===== src/sv/lbts_pkg.sv =====
`timescale 1ns / 1ps

package lbts_pkg;

   // Transfer geometry.
   localparam int BLOCK_BYTES = 8192;
   localparam int CHUNK_BYTES = 131072;

   // Field and counter widths.
   localparam int TOTAL_W  = 26;
   localparam int OFFSET_W = 25;
   localparam int WORD_W   = 32;
   localparam int BYTE_W   = 8;
   localparam int SUM_W    = 16;
   localparam int CHUNK_W  = $clog2(CHUNK_BYTES + 1);
   localparam int BLOCK_W  = $clog2(BLOCK_BYTES + 1);
   localparam int ADDR_W   = 2;

   // Register map.
   localparam logic [ADDR_W-1:0] CSR_TOTAL_BYTES_ADDR = 2'd0;

   // Action codes.
   localparam logic ACT_RESTART  = 1'b0;
   localparam logic ACT_EXCHANGE = 1'b1;

   // Link words sent by this side and replies expected from the partner.
   localparam logic [WORD_W-1:0] W_SYNC1 = 32'hAAAA5555;
   localparam logic [WORD_W-1:0] R_SYNC1 = 32'h5555AAAA;
   localparam logic [WORD_W-1:0] W_SYNC2 = 32'h11112222;
   localparam logic [WORD_W-1:0] R_SYNC2 = 32'h22221111;
   localparam logic [WORD_W-1:0] W_CHUNK = 32'h12345678;
   localparam logic [WORD_W-1:0] W_READY = 32'hCAFEBABE;
   localparam logic [WORD_W-1:0] R_READY = 32'hDEADBEEF;
   localparam logic [WORD_W-1:0] R_FLASH = 32'hACEDACED;
   localparam logic [WORD_W-1:0] W_DONE  = 32'hBBBBBBBB;

   // Protocol phase of the word last sent.
   typedef enum logic [2:0] {
      PH_SYNC1 = 3'd0,
      PH_SYNC2 = 3'd1,
      PH_CHUNK = 3'd2,
      PH_READY = 3'd3,
      PH_BYTES = 3'd4,
      PH_CSUM  = 3'd5,
      PH_FLASH = 3'd6,
      PH_DONE  = 3'd7
   } phase_type;

endpackage


===== src/sv/link_block_transfer_sender.sv =====
`timescale 1ns / 1ps

// A result is registered in the cycle after its item is accepted.
// Throughput: one item per cycle unless a result waits on rsp_ready; the whole
// protocol step is one pass of logic between state and result registers.
// Reset (synchronous, active high): phase goes to done, all progress, both
// block counters and total_bytes clear, and the result register empties.
module link_block_transfer_sender (
   input  logic                          clock,
   input  logic                          reset,
   // Input items
   input  logic                          req_valid,
   output logic                          req_ready,
   input  logic                          req_action,
   input  logic [lbts_pkg::WORD_W-1:0]   req_rx_word,
   input  logic [lbts_pkg::BYTE_W-1:0]   req_data_byte,
   // Result items
   output logic                          rsp_valid,
   input  logic                          rsp_ready,
   output logic [lbts_pkg::WORD_W-1:0]   rsp_tx_word,
   output logic [lbts_pkg::OFFSET_W-1:0] rsp_byte_offset,
   output logic [2:0]                    rsp_phase,
   output logic [31:0]                   rsp_blocks_ok,
   output logic [31:0]                   rsp_blocks_failed,
   // Configuration port
   input  logic                          psel,
   input  logic                          penable,
   input  logic                          pwrite,
   input  logic [lbts_pkg::ADDR_W-1:0]   paddr,
   input  logic [31:0]                   pwdata,
   output logic [31:0]                   prdata,
   output logic                          pready
);
   import lbts_pkg::*;

   localparam logic [TOTAL_W-1:0] CHUNK_LIMIT = TOTAL_W'(CHUNK_BYTES);
   localparam logic [CHUNK_W-1:0] BLOCK_LIMIT = CHUNK_W'(BLOCK_BYTES);

   // Registers
   logic [TOTAL_W-1:0]  total_bytes_ff;
   phase_type           phase_ff, phase_in;
   logic [TOTAL_W-1:0]  sent_total_ff, sent_total_in;
   logic [CHUNK_W-1:0]  chunk_length_ff, chunk_length_in;
   logic [CHUNK_W-1:0]  chunk_sent_ff, chunk_sent_in;
   logic [BLOCK_W-1:0]  block_length_ff, block_length_in;
   logic [BLOCK_W-1:0]  block_sent_ff, block_sent_in;
   logic [SUM_W-1:0]    running_sum_ff, running_sum_in;
   logic [31:0]         ok_count_ff, ok_count_in;
   logic [31:0]         fail_count_ff, fail_count_in;

   logic                out_valid_ff;
   logic [WORD_W-1:0]   out_tx_ff;
   logic [OFFSET_W-1:0] out_offset_ff;
   phase_type           out_phase_ff;
   logic [31:0]         out_ok_ff;
   logic [31:0]         out_fail_ff;

   // Step logic
   logic                accept;
   logic                has_result;
   logic [WORD_W-1:0]   tx_word;
   logic [TOTAL_W-1:0]  data_left;
   logic [CHUNK_W-1:0]  chunk_left;
   logic [CHUNK_W-1:0]  block_len_next;
   logic                csr_write;

   // An item is taken whenever the result register is empty or draining.
   assign req_ready = !out_valid_ff || rsp_ready;
   assign accept    = req_valid && req_ready;

   // Bytes still to send overall and within the current chunk.
   assign data_left  = (total_bytes_ff > sent_total_ff) ? (total_bytes_ff - sent_total_ff)
                                                        : '0;
   assign chunk_left = chunk_length_ff - chunk_sent_ff;
   assign block_len_next = (chunk_left > BLOCK_LIMIT) ? BLOCK_LIMIT : chunk_left;

   // Next state and the word to send for one exchange.
   always_comb begin
      phase_in        = phase_ff;
      sent_total_in   = sent_total_ff;
      chunk_length_in = chunk_length_ff;
      chunk_sent_in   = chunk_sent_ff;
      block_length_in = block_length_ff;
      block_sent_in   = block_sent_ff;
      running_sum_in  = running_sum_ff;
      ok_count_in     = ok_count_ff;
      fail_count_in   = fail_count_ff;
      has_result      = 1'b1;
      tx_word         = W_READY;

      if (req_action == ACT_RESTART) begin
         sent_total_in   = '0;
         chunk_length_in = '0;
         chunk_sent_in   = '0;
         block_length_in = '0;
         block_sent_in   = '0;
         running_sum_in  = '0;
         ok_count_in     = '0;
         fail_count_in   = '0;
         phase_in        = PH_SYNC1;
         tx_word         = W_SYNC1;
      end else begin
         unique case (phase_ff)
            PH_SYNC1: begin
               if (req_rx_word == R_SYNC1) begin
                  phase_in = PH_SYNC2;
                  tx_word  = W_SYNC2;
               end else begin
                  tx_word = W_SYNC1;
               end
            end
            PH_SYNC2: begin
               if (req_rx_word != R_SYNC2) begin
                  phase_in = PH_SYNC1;
                  tx_word  = W_SYNC1;
               end else if (sent_total_ff < total_bytes_ff) begin
                  phase_in = PH_CHUNK;
                  tx_word  = W_CHUNK;
               end else begin
                  phase_in = PH_DONE;
                  tx_word  = W_DONE;
               end
            end
            PH_CHUNK: begin
               chunk_length_in = (data_left > CHUNK_LIMIT) ? CHUNK_W'(CHUNK_BYTES)
                                                           : data_left[CHUNK_W-1:0];
               chunk_sent_in   = '0;
               phase_in        = (data_left != '0) ? PH_READY : PH_FLASH;
               tx_word         = W_READY;
            end
            PH_READY: begin
               // A ready reply opens a block and sends its first byte.
               if (req_rx_word == R_READY) begin
                  block_length_in = block_len_next[BLOCK_W-1:0];
                  block_sent_in   = BLOCK_W'(1);
                  running_sum_in  = SUM_W'(req_data_byte);
                  chunk_sent_in   = chunk_sent_ff + 1'b1;
                  sent_total_in   = sent_total_ff + 1'b1;
                  phase_in        = PH_BYTES;
                  tx_word         = WORD_W'(req_data_byte);
               end
            end
            PH_BYTES: begin
               if (block_sent_ff < block_length_ff) begin
                  block_sent_in  = block_sent_ff + 1'b1;
                  running_sum_in = running_sum_ff + SUM_W'(req_data_byte);
                  chunk_sent_in  = chunk_sent_ff + 1'b1;
                  sent_total_in  = sent_total_ff + 1'b1;
                  tx_word        = WORD_W'(req_data_byte);
               end else begin
                  phase_in = PH_CSUM;
                  tx_word  = WORD_W'(running_sum_ff);
               end
            end
            PH_CSUM: begin
               // A mismatched echo rewinds the block for a resend.
               if (req_rx_word == WORD_W'(running_sum_ff)) begin
                  ok_count_in = ok_count_ff + 1'b1;
                  phase_in    = (chunk_sent_ff < chunk_length_ff) ? PH_READY : PH_FLASH;
               end else begin
                  fail_count_in = fail_count_ff + 1'b1;
                  sent_total_in = sent_total_ff - TOTAL_W'(block_length_ff);
                  chunk_sent_in = chunk_sent_ff - CHUNK_W'(block_length_ff);
                  phase_in      = PH_READY;
               end
               tx_word = W_READY;
            end
            PH_FLASH: begin
               if (req_rx_word != R_FLASH) begin
                  tx_word = W_READY;
               end else if (sent_total_ff < total_bytes_ff) begin
                  phase_in = PH_CHUNK;
                  tx_word  = W_CHUNK;
               end else begin
                  phase_in = PH_DONE;
                  tx_word  = W_DONE;
               end
            end
            PH_DONE: begin
               has_result = 1'b0;
            end
            default: begin
               has_result = 1'b0;
            end
         endcase
      end
   end

   // Protocol state registers.
   always_ff @(posedge clock) begin
      if (reset) begin
         phase_ff        <= PH_DONE;
         sent_total_ff   <= '0;
         chunk_length_ff <= '0;
         chunk_sent_ff   <= '0;
         block_length_ff <= '0;
         block_sent_ff   <= '0;
         running_sum_ff  <= '0;
         ok_count_ff     <= '0;
         fail_count_ff   <= '0;
      end else if (accept) begin
         phase_ff        <= phase_in;
         sent_total_ff   <= sent_total_in;
         chunk_length_ff <= chunk_length_in;
         chunk_sent_ff   <= chunk_sent_in;
         block_length_ff <= block_length_in;
         block_sent_ff   <= block_sent_in;
         running_sum_ff  <= running_sum_in;
         ok_count_ff     <= ok_count_in;
         fail_count_ff   <= fail_count_in;
      end
   end

   // Result register valid flag.
   always_ff @(posedge clock) begin
      if (reset) begin
         out_valid_ff <= 1'b0;
      end else if (accept && has_result) begin
         out_valid_ff <= 1'b1;
      end else if (rsp_ready) begin
         out_valid_ff <= 1'b0;
      end
   end

   // Result register payload.
   always_ff @(posedge clock) begin
      if (accept && has_result) begin
         out_tx_ff     <= tx_word;
         out_offset_ff <= sent_total_in[OFFSET_W-1:0];
         out_phase_ff  <= phase_in;
         out_ok_ff     <= ok_count_in;
         out_fail_ff   <= fail_count_in;
      end
   end

   assign rsp_valid         = out_valid_ff;
   assign rsp_tx_word       = out_tx_ff;
   assign rsp_byte_offset   = out_offset_ff;
   assign rsp_phase         = out_phase_ff;
   assign rsp_blocks_ok     = out_ok_ff;
   assign rsp_blocks_failed = out_fail_ff;

   // Configuration register.
   assign pready    = 1'b1;
   assign csr_write = psel && penable && pwrite && pready;

   always_ff @(posedge clock) begin
      if (reset) begin
         total_bytes_ff <= '0;
      end else if (csr_write && (paddr == CSR_TOTAL_BYTES_ADDR)) begin
         total_bytes_ff <= pwdata[TOTAL_W-1:0];
      end
   end

   assign prdata = (paddr == CSR_TOTAL_BYTES_ADDR) ? 32'(total_bytes_ff) : '0;

   // Checks
   a_block_in_range: assert property (@(posedge clock) disable iff (reset)
      block_sent_ff <= block_length_ff)
      else $error("block byte count beyond block length");

   a_chunk_in_range: assert property (@(posedge clock) disable iff (reset)
      chunk_sent_ff <= chunk_length_ff)
      else $error("chunk byte count beyond chunk length");

   a_bytes_nonempty: assert property (@(posedge clock) disable iff (reset)
      (phase_ff == PH_BYTES) |-> (block_length_ff != '0))
      else $error("byte phase entered with an empty block");

   a_csum_after_block: assert property (@(posedge clock) disable iff (reset)
      (phase_ff == PH_CSUM) |-> (block_sent_ff == block_length_ff))
      else $error("checksum sent before the block was complete");

   a_restart_result: assert property (@(posedge clock) disable iff (reset)
      (accept && (req_action == ACT_RESTART)) |=>
         (rsp_valid && (rsp_phase == PH_SYNC1) && (rsp_tx_word == W_SYNC1)))
      else $error("restart did not produce a sync word");

endmodule


===== config.mk =====
export PLATFORM = sky130hd
export DESIGN_NAME = link_block_transfer_sender
export DESIGN_NICKNAME = d
export VERILOG_FILES = /design/src/sv/lbts_pkg.sv /design/src/sv/link_block_transfer_sender.sv
export SDC_FILE = /design/constraint.sdc
export NUM_CORES = 1
export LEC_CHECK = 0
export ABC_AREA = 0
export BUFFER_PORTS_ARGS = -buffer_cell sky130_fd_sc_hd__buf_2
export CAP_MARGIN = 30
export CORE_MARGIN = 8
export CORE_UTILIZATION = 64
export DETAILED_ROUTE_END_ITERATION = 16
export PLACE_DENSITY = 0.87
export REMOVE_ABC_BUFFERS = 1
export SLEW_MARGIN = 20
export SYNTH_ARGS = -nofsm -noshare
export SYNTH_HDL_FRONTEND = slang
export SYNTH_SLANG_ARGS = --single-unit

===== constraint.sdc =====
create_clock -name clock -period 8.4 [get_ports clock]
set_clock_uncertainty 0.05 [all_clocks]
set_input_delay 1.26 -clock clock [delete_from_list [all_inputs] [get_ports clock]]
set_output_delay 1.26 -clock clock [all_outputs]
set_load 0.005 [all_outputs]

==> results.ini, run 1 <==
[power]
intPower_mw = 2.815
p_sw_mw = 1.066
pwr-share-clk_pct = 42.4
pwr-share-comb_pct = 14.5
power_density_nw_per_um2 = 172.6
ir_drop_v = 0.0001495
p_seq_share_pct = 43.1
switching_share_pct = 27.46
p_leak_nw = 9.015

[critical_path]
slowest_stage = clkinv_1
cp_max_fo = 19
critPathArrivalTime_ns = 5.72
cpPeakStageDelay_ns = 0.66
path_cells = inv_1 -> nand3_1 -> clkinv_1 -> nand2_1 -> inv_1 -> ha_1 -> nor2b_1 -> o31a_1 -> o21ai_0 -> a21boi_0 -> o41ai_1 -> o21ai_0 -> o41ai_1 -> mux2i_1 -> a211o_1 -> nand3_1
required_ns = 8.77
cp-end-kind = flip-flop
startpoint_type = flip-flop
cp_top_family = compound AO/OA/AOI/OAI gates
critPathBufInv = 3
path_class = reg -> reg

[synthesis]
yosysTopAreaCellShare_pct = 20.14
synth_top_cell_by_area = dfxtp_1
synth_edf_count = 116
yosysUniqueCellTypes = 87
yosys_warnings = 0
synthFlopType = dfxtp_1
ys_ff_latch = 316
seq_area_frac_synth_pct = 37.67
syn_area_per_cell_um2 = 8.217
synthesis.instances = 2419
yosys-top-cells-area = dfxtp_1 20%, edfxtp_1 18%, nand2_1 6.3%
async_reset_ff_share_pct = 0
netlist_area_um2 = 19880

[sta]
fin_tns_setup_ns = 0
rsz0062_at_grt = false
max_slew.worst_pin.slew_ns = 0.9854
slew_viol_final = 0
slew-limit-headroom_pct = 34.06
finalCritPeriodShare_pct = 63.68
hold_violations = 0
post-route-min-period_ns = 5.349
setup_viol = 0
fmax_mhz = 187.0

[routing]
wl_met1_mm = 23.84
wirelength_mm = 62.65
wl_per_cell_um = 20.81
drc = 0
viasPerCell = 6.491
ant_nets = 0
wl_met2_mm = 29.95
dr.pass1.iters = 6
wl_met3_mm = 5.819
vias = 19545
drtIter0Drc = 1975
top_layer_used = met4

[finish]
final_area_um2 = 22480
drive_gt1_share_pct = 13.15
synthToLayoutAreaGrowth_pct = 13.11
antennaDiodeCount = 0
nets = 2775

[clocking]
h-tree-depth = 2
cts_tree = yes
numCtsBuffers = 35
hold_buffers = 0
cts_buffer_depth = 3
cts_resized = 0
clock_latency_ns = 0.54
post_cts_buffers = 0
clk_pin_slew_ns = 0.06
cts.sinks = 316
cts_root_buf = clkbuf_16

[floorplanning]
io_pins = 241
die_area_um2 = 36950
coreArea_um2 = 30590
start_util_pct = 64.98
rows = 64
fp.dieW_um = 192.2
die_h_um = 192.2

[flow_run]
max_cap_viol_count = 0

[global_routing]
grt_pass1_vias = 18381
grt_pass1_wl_mm = 96.32
grt-ovfl-total = 0
antenna_found_initial = 0
gr-usage-all-layers_pct = 32.11
grt_max_degree = 85

[status]
outcome = complete, no violations

[place]
portBuffers = 226
place_hpwl_mm = 45.47
gp_congestion = 0.9709
postPlaceCellArea_um2 = 21190

[worst_hold_path]
hold_path.class = reg -> reg

routing by layer:
metal	global-route usage [%]	vias to the layer above
met3	4.757	229
met1	39.57	9218
met2	54.67	1063
met4	15.01	0
li1	-	9035
met5	0	-
placed cells by master (no fill, tap or decap), types with 90 or more instances in the layout:
cell / n
nor2_1: 243
o21ai_0: 108
a21oi_1: 220
buf_2: 225
nand2_1: 334
dfxtp_1: 200
inv_1: 90
xor2_1: 92
ha_1: 100
edfxtp_1: 116
synthesized netlist by cell type, types with 11 or more instances:
| cell type | count |
|---|---|
| nand2_1 | 335 |
| nor2_1 | 243 |
| a21oi_1 | 221 |
| dfxtp_1 | 200 |
| edfxtp_1 | 116 |
| o21ai_0 | 108 |
| clkbuf_1 | 101 |
| ha_1 | 100 |
| inv_1 | 92 |
| xor2_1 | 92 |
| nor3_1 | 82 |
| nand3_1 | 59 |
| xnor2_1 | 53 |
| a21o_1 | 47 |
| and2_1 | 46 |
| and3_1 | 42 |
| nand4_1 | 40 |
| a22o_1 | 37 |
| or3_1 | 25 |
| a31oi_1 | 23 |
| nor4_1 | 23 |
| nor2b_1 | 18 |
| o31ai_1 | 18 |
| nand2b_1 | 17 |
| o21a_1 | 17 |
| a211oi_1 | 16 |
| buf_4 | 15 |
| nand3b_1 | 14 |
| o211ai_1 | 12 |
| buf_1 | 11 |
| o21bai_1 | 11 |
state kept, by name, summed over array words and instances, names as in the netlist:
register and flops:
rsp_tx_word 24, chunk_length_ff 18, chunk_sent_ff 18, block_length_ff 14, ok_count_ff 32, rsp_byte_offset 25
rsp_blocks_ok 32, rsp_phase 3, rsp_blocks_failed 32, running_sum_ff 16, fail_count_ff 32, phase_ff 3
total_bytes_ff 26, sent_total_ff 26, rsp_valid 1, block_sent_ff 14
power groups by stage:
stage          clock network [mW]  logic [mW]  registers, mW
2_1_floorplan                   0       0.319           1.71
3_3_place_gp                    0       0.529           1.70
3_5_place_dp                    0       0.544           1.71
4_1_cts                      1.65       0.548           1.67
5_1_grt                      1.71       0.607           1.68
6_report                     1.64       0.565           1.67
path summary, 6_finish.rpt:
check / endpoint / cells past startpoint / from / slack [ns]
worst max register to register: chunk_sent_ff[17] / 16 / phase_ff[1] / 3.05
worst max-delay path: chunk_sent_ff[17] / 16 / phase_ff[1] / 3.05
worst min register to register: total_bytes_ff[0] / 2 / total_bytes_ff[0] / 0.41
worst min-delay path: total_bytes_ff[0] / 2 / total_bytes_ff[0] / 0.41
layout make-up:
| type | instances | area, um^2 |
|---|---|---|
| multi-input combinational | 1887 | 11530 |
| fill | 2297 | 8107 |
| sequential | 316 | 7487 |
| timing repair buffer | 255 | 1376 |
| clock buffer | 47 | 1036 |
| tap | 396 | 495.5 |
| inverter | 93 | 352.8 |
| clock inverter | 17 | 209.0 |
through the flow:
step	power [mW]	instances	hold WS [ns]	util (%)	setup WS [ns]
floorplan	2.026	2296	0.3803	-	2.737
global placement	2.232	2940	0.3925	69.16	3.582
detailed placement	2.249	2944	0.4055	69.29	3.309
CTS	3.869	3008	0.4138	73.36	3.192
global route	3.990	3011	0.4406	73.50	2.737
finish	3.881	3011	0.4137	73.50	3.051
cells by family (layout without fill, tap and decap cells):
family / Yosys count / in the layout / synth area share (%)
multiplexers: 8 / 8 / 0.4092
buffers and inverters: 222 / 412 / 4.520
flip-flops: 316 / 316 / 37.67
other: 2 / 8 / 0.03778
adder cells (fa/ha/maj): 105 / 105 / 6.798
AND/OR/NAND/NOR: 1003 / 1003 / 24.22
AO/OA/AOI/OAI: 618 / 618 / 19.95
XOR/XNOR: 145 / 145 / 6.389
worst register-to-register path, stage by stage, from the launching register on:
cell,delay [ns]
dfxtp_1,0.62
inv_1,0.23
nand3_1,0.16
clkinv_1,0.66
nand2_1,0.38
inv_1,0.07
ha_1,0.27
nor2b_1,0.15
o31a_1,0.26
o21ai_0,0.36
a21boi_0,0.25
o41ai_1,0.50
o21ai_0,0.23
o41ai_1,0.52
mux2i_1,0.31
a211o_1,0.16
nand3_1,0.06
(Power assumes the default switching activity.)
==> run 2, diff against run 1 <==
- ABC_AREA: 0 -> 1
- CORE_UTILIZATION: 64 -> 61
- PLACE_DENSITY: 0.87 -> 0.82
- clock period: 8.4 -> 5.5 ns (I/O delays scaled with it)
==> results.ini, run 2 <==
[finish]
ff_latch_area_um2 = 7487
antennaDiodeCount = 0
synthToLayoutAreaGrowth_pct = 11.58
layout_commonest_cell = nand2_1
final_area_um2 = 25390
nFillCells = 3202
layout_common_cells = 778 x nand2_1, 538 x inv_1, 339 x nor2_1, 314 x a21oi_1, 259 x o21ai_0
multi_input_area_um2 = 12640
drive_gt1_share_pct = 10.91
utilization_pct = 69.20
nets = 3802

[synthesis]
syn_area_per_cell_um2 = 6.593
async_reset_ff_share_pct = 0
seq_area_frac_synth_pct = 32.90
synthFlopType = dfxtp_1
yosysTopAreaCellShare_pct = 17.59
synth_top_cell_by_area = dfxtp_1
synthesis.instances = 3452
synth_edf_count = 116
yosysUniqueCellTypes = 55
synth.most_common_cell = nand2_1
yosys_warnings = 0
ys_ff_latch = 316
synthTopCellsByCount = 778 x nand2_1, 539 x inv_1, 339 x nor2_1, 316 x a21oi_1, 259 x o21ai_0
yosys-top-cells-area = dfxtp_1 18%, edfxtp_1 15%, nand2_1 13%
netlist_area_um2 = 22760

[critical_path]
cpMostUsedCell = nor2_1
r2r_slack_ns = 1.47
required_ns = 5.91
rr_startpoint = sent_total_ff[14]
startpoint_type = flip-flop
critPathArrivalTime_ns = 4.44
cpPeakStageDelay_ns = 0.60
path_class = reg -> reg
slowest_stage = dfxtp_1
cp-end-kind = flip-flop
startpoint = sent_total_ff[14]
path_cells = inv_1 -> ha_1 -> nand2_1 -> nor2_1 -> inv_1 -> nor2_1 -> nand2_2 -> nand2_2 -> nand2_4 -> inv_2 -> nand3_1 -> nor2_1 -> nand3_2 -> o21ai_4 -> nand3_1 -> a21oi_1
cp_max_fo = 29

[sta]
finalCritPeriodShare_pct = 73.35
rsz0062_at_grt = false
max_slew.worst_pin.slew_ns = 0.9119
slew-limit-headroom_pct = 39.21
hold_violations = 0
setup_viol = 0
fmax_mhz = 247.9
setup_slack_ns = 1.466
post-route-min-period_ns = 4.034
slew_viol_final = 0
fin_tns_setup_ns = 0

[routing]
vias = 23919
drtIter0Drc = 2229
wl_per_cell_um = 17.40
ant_nets = 0
wirelength_mm = 71.49
drc = 0
dr.pass1.iters = 6
viasPerCell = 5.823

[clocking]
post_cts_buffers = 0
h-tree-depth = 2
cts_resized = 0
hold_buffers = 0
cts_root_buf = clkbuf_16
cts.sinks = 316
clock_latency_ns = 0.55
clk_pin_slew_ns = 0.06
cts_tree = yes
numCtsBuffers = 36
cts_buffer_depth = 3

[power]
ir_drop_v = 0.0003249
p_leak_nw = 12.15
power_density_nw_per_um2 = 274.4

[global_routing]
grt-ovfl-total = 0
grt_max_degree = 103
gr-usage-all-layers_pct = 31.38
antenna_found_initial = 0
grt_pass1_wl_mm = 113.2
grt_pass1_vias = 22255

[place]
gp_congestion = 0.9831
place_hpwl_mm = 53.94
dp_slack_ns = 1.187
postPlaceCellArea_um2 = 24140
portBuffers = 226

[floorplanning]
die_h_um = 209.2
io_pins = 241
die_area_um2 = 43750
start_util_pct = 62.02
rows = 70
coreArea_um2 = 36700
fp.dieW_um = 209.2

[worst_hold_path]
hold_start = total_bytes_ff[24]
hold_path.class = reg -> reg

[status]
outcome = complete, no violations

[flow_run]
max_cap_viol_count = 0

-- run 2: cell type report --
cell class | count | area share, %
clock inverter | 10 | 0.6258
tap | 468 | 2.306
clock buffer | 53 | 4.208
multi-input combinational | 2458 | 49.80
timing repair buffer | 251 | 5.410
sequential | 316 | 29.49
inverter | 552 | 8.170
-- run 2: kinds of logic (layout without fill, tap and decap cells) --
| logic type | count (synthesis) | count (layout) | synth area share (%) |
|---|---|---|---|
| and+or+nand+nor | 1591 | 1591 | 30.31 |
| buffers and inverters | 684 | 866 | 11.73 |
| AOI/OAI and AO/OA | 671 | 671 | 15.90 |
| DFF | 316 | 316 | 32.90 |
| adders and majority gates | 105 | 105 | 5.938 |
| xor gates and xnor gates | 83 | 83 | 3.194 |
| other | 2 | 8 | 0.03300 |
-- run 2: critical path, delay by kind of cell, from the launching register on --
| kind | cells | cell delay [ns] |
|---|---|---|
| adder cells (fa/ha/maj) | 1 | 0.45 |
| buffers and inverters | 3 | 0.76 |
| flip-flops | 1 | 0.60 |
| AND/OR/NAND/NOR | 10 | 1.45 |
| AO/OA/AOI/OAI | 2 | 0.61 |
-- run 2: where the power goes --
| part | switching (mW) | leakage (nW) | total [mW] | internal, mW |
|---|---|---|---|---|
| clock network | 1.00 | 0.594 | 2.54 | 1.54 |
| logic | 1.16 | 8.79 | 1.70 | 0.536 |
| registers | 0.134 | 2.77 | 2.73 | 2.60 |
| total | 2.30 | 12.2 | 6.97 | 4.67 |
-- run 2: stage by stage --
step / hold WS, ns / std cells / power, mW
5_1_grt: 0.4510 / 4108 / 7.273
6_report: 0.4269 / 4108 / 6.968
2_1_floorplan: 0.3893 / 3326 / 3.860
3_3_place_gp: 0.4094 / 4042 / 4.378
4_1_cts: 0.4318 / 4107 / 6.954
3_5_place_dp: 0.4161 / 4044 / 4.429
-- run 2: path summary, 6_finish.rpt --
| path | cells past startpoint | end |
|---|---|---|
| worst max-delay path | 16 | chunk_length_ff[1] |
| worst min-delay path | 2 | total_bytes_ff[24] |
| worst min register to register | 2 | total_bytes_ff[24] |
| worst max register to register | 16 | chunk_length_ff[1] |
-- run 2: routing by layer --
metal	up-vias	share of wire [%]	global-route usage [%]
li1	11600	-	-
met1	10944	41	41.18
met2	1200	46	51.80
met3	175	9.1	4.430
met4	0	3.5	12.08
met5	-	0	0
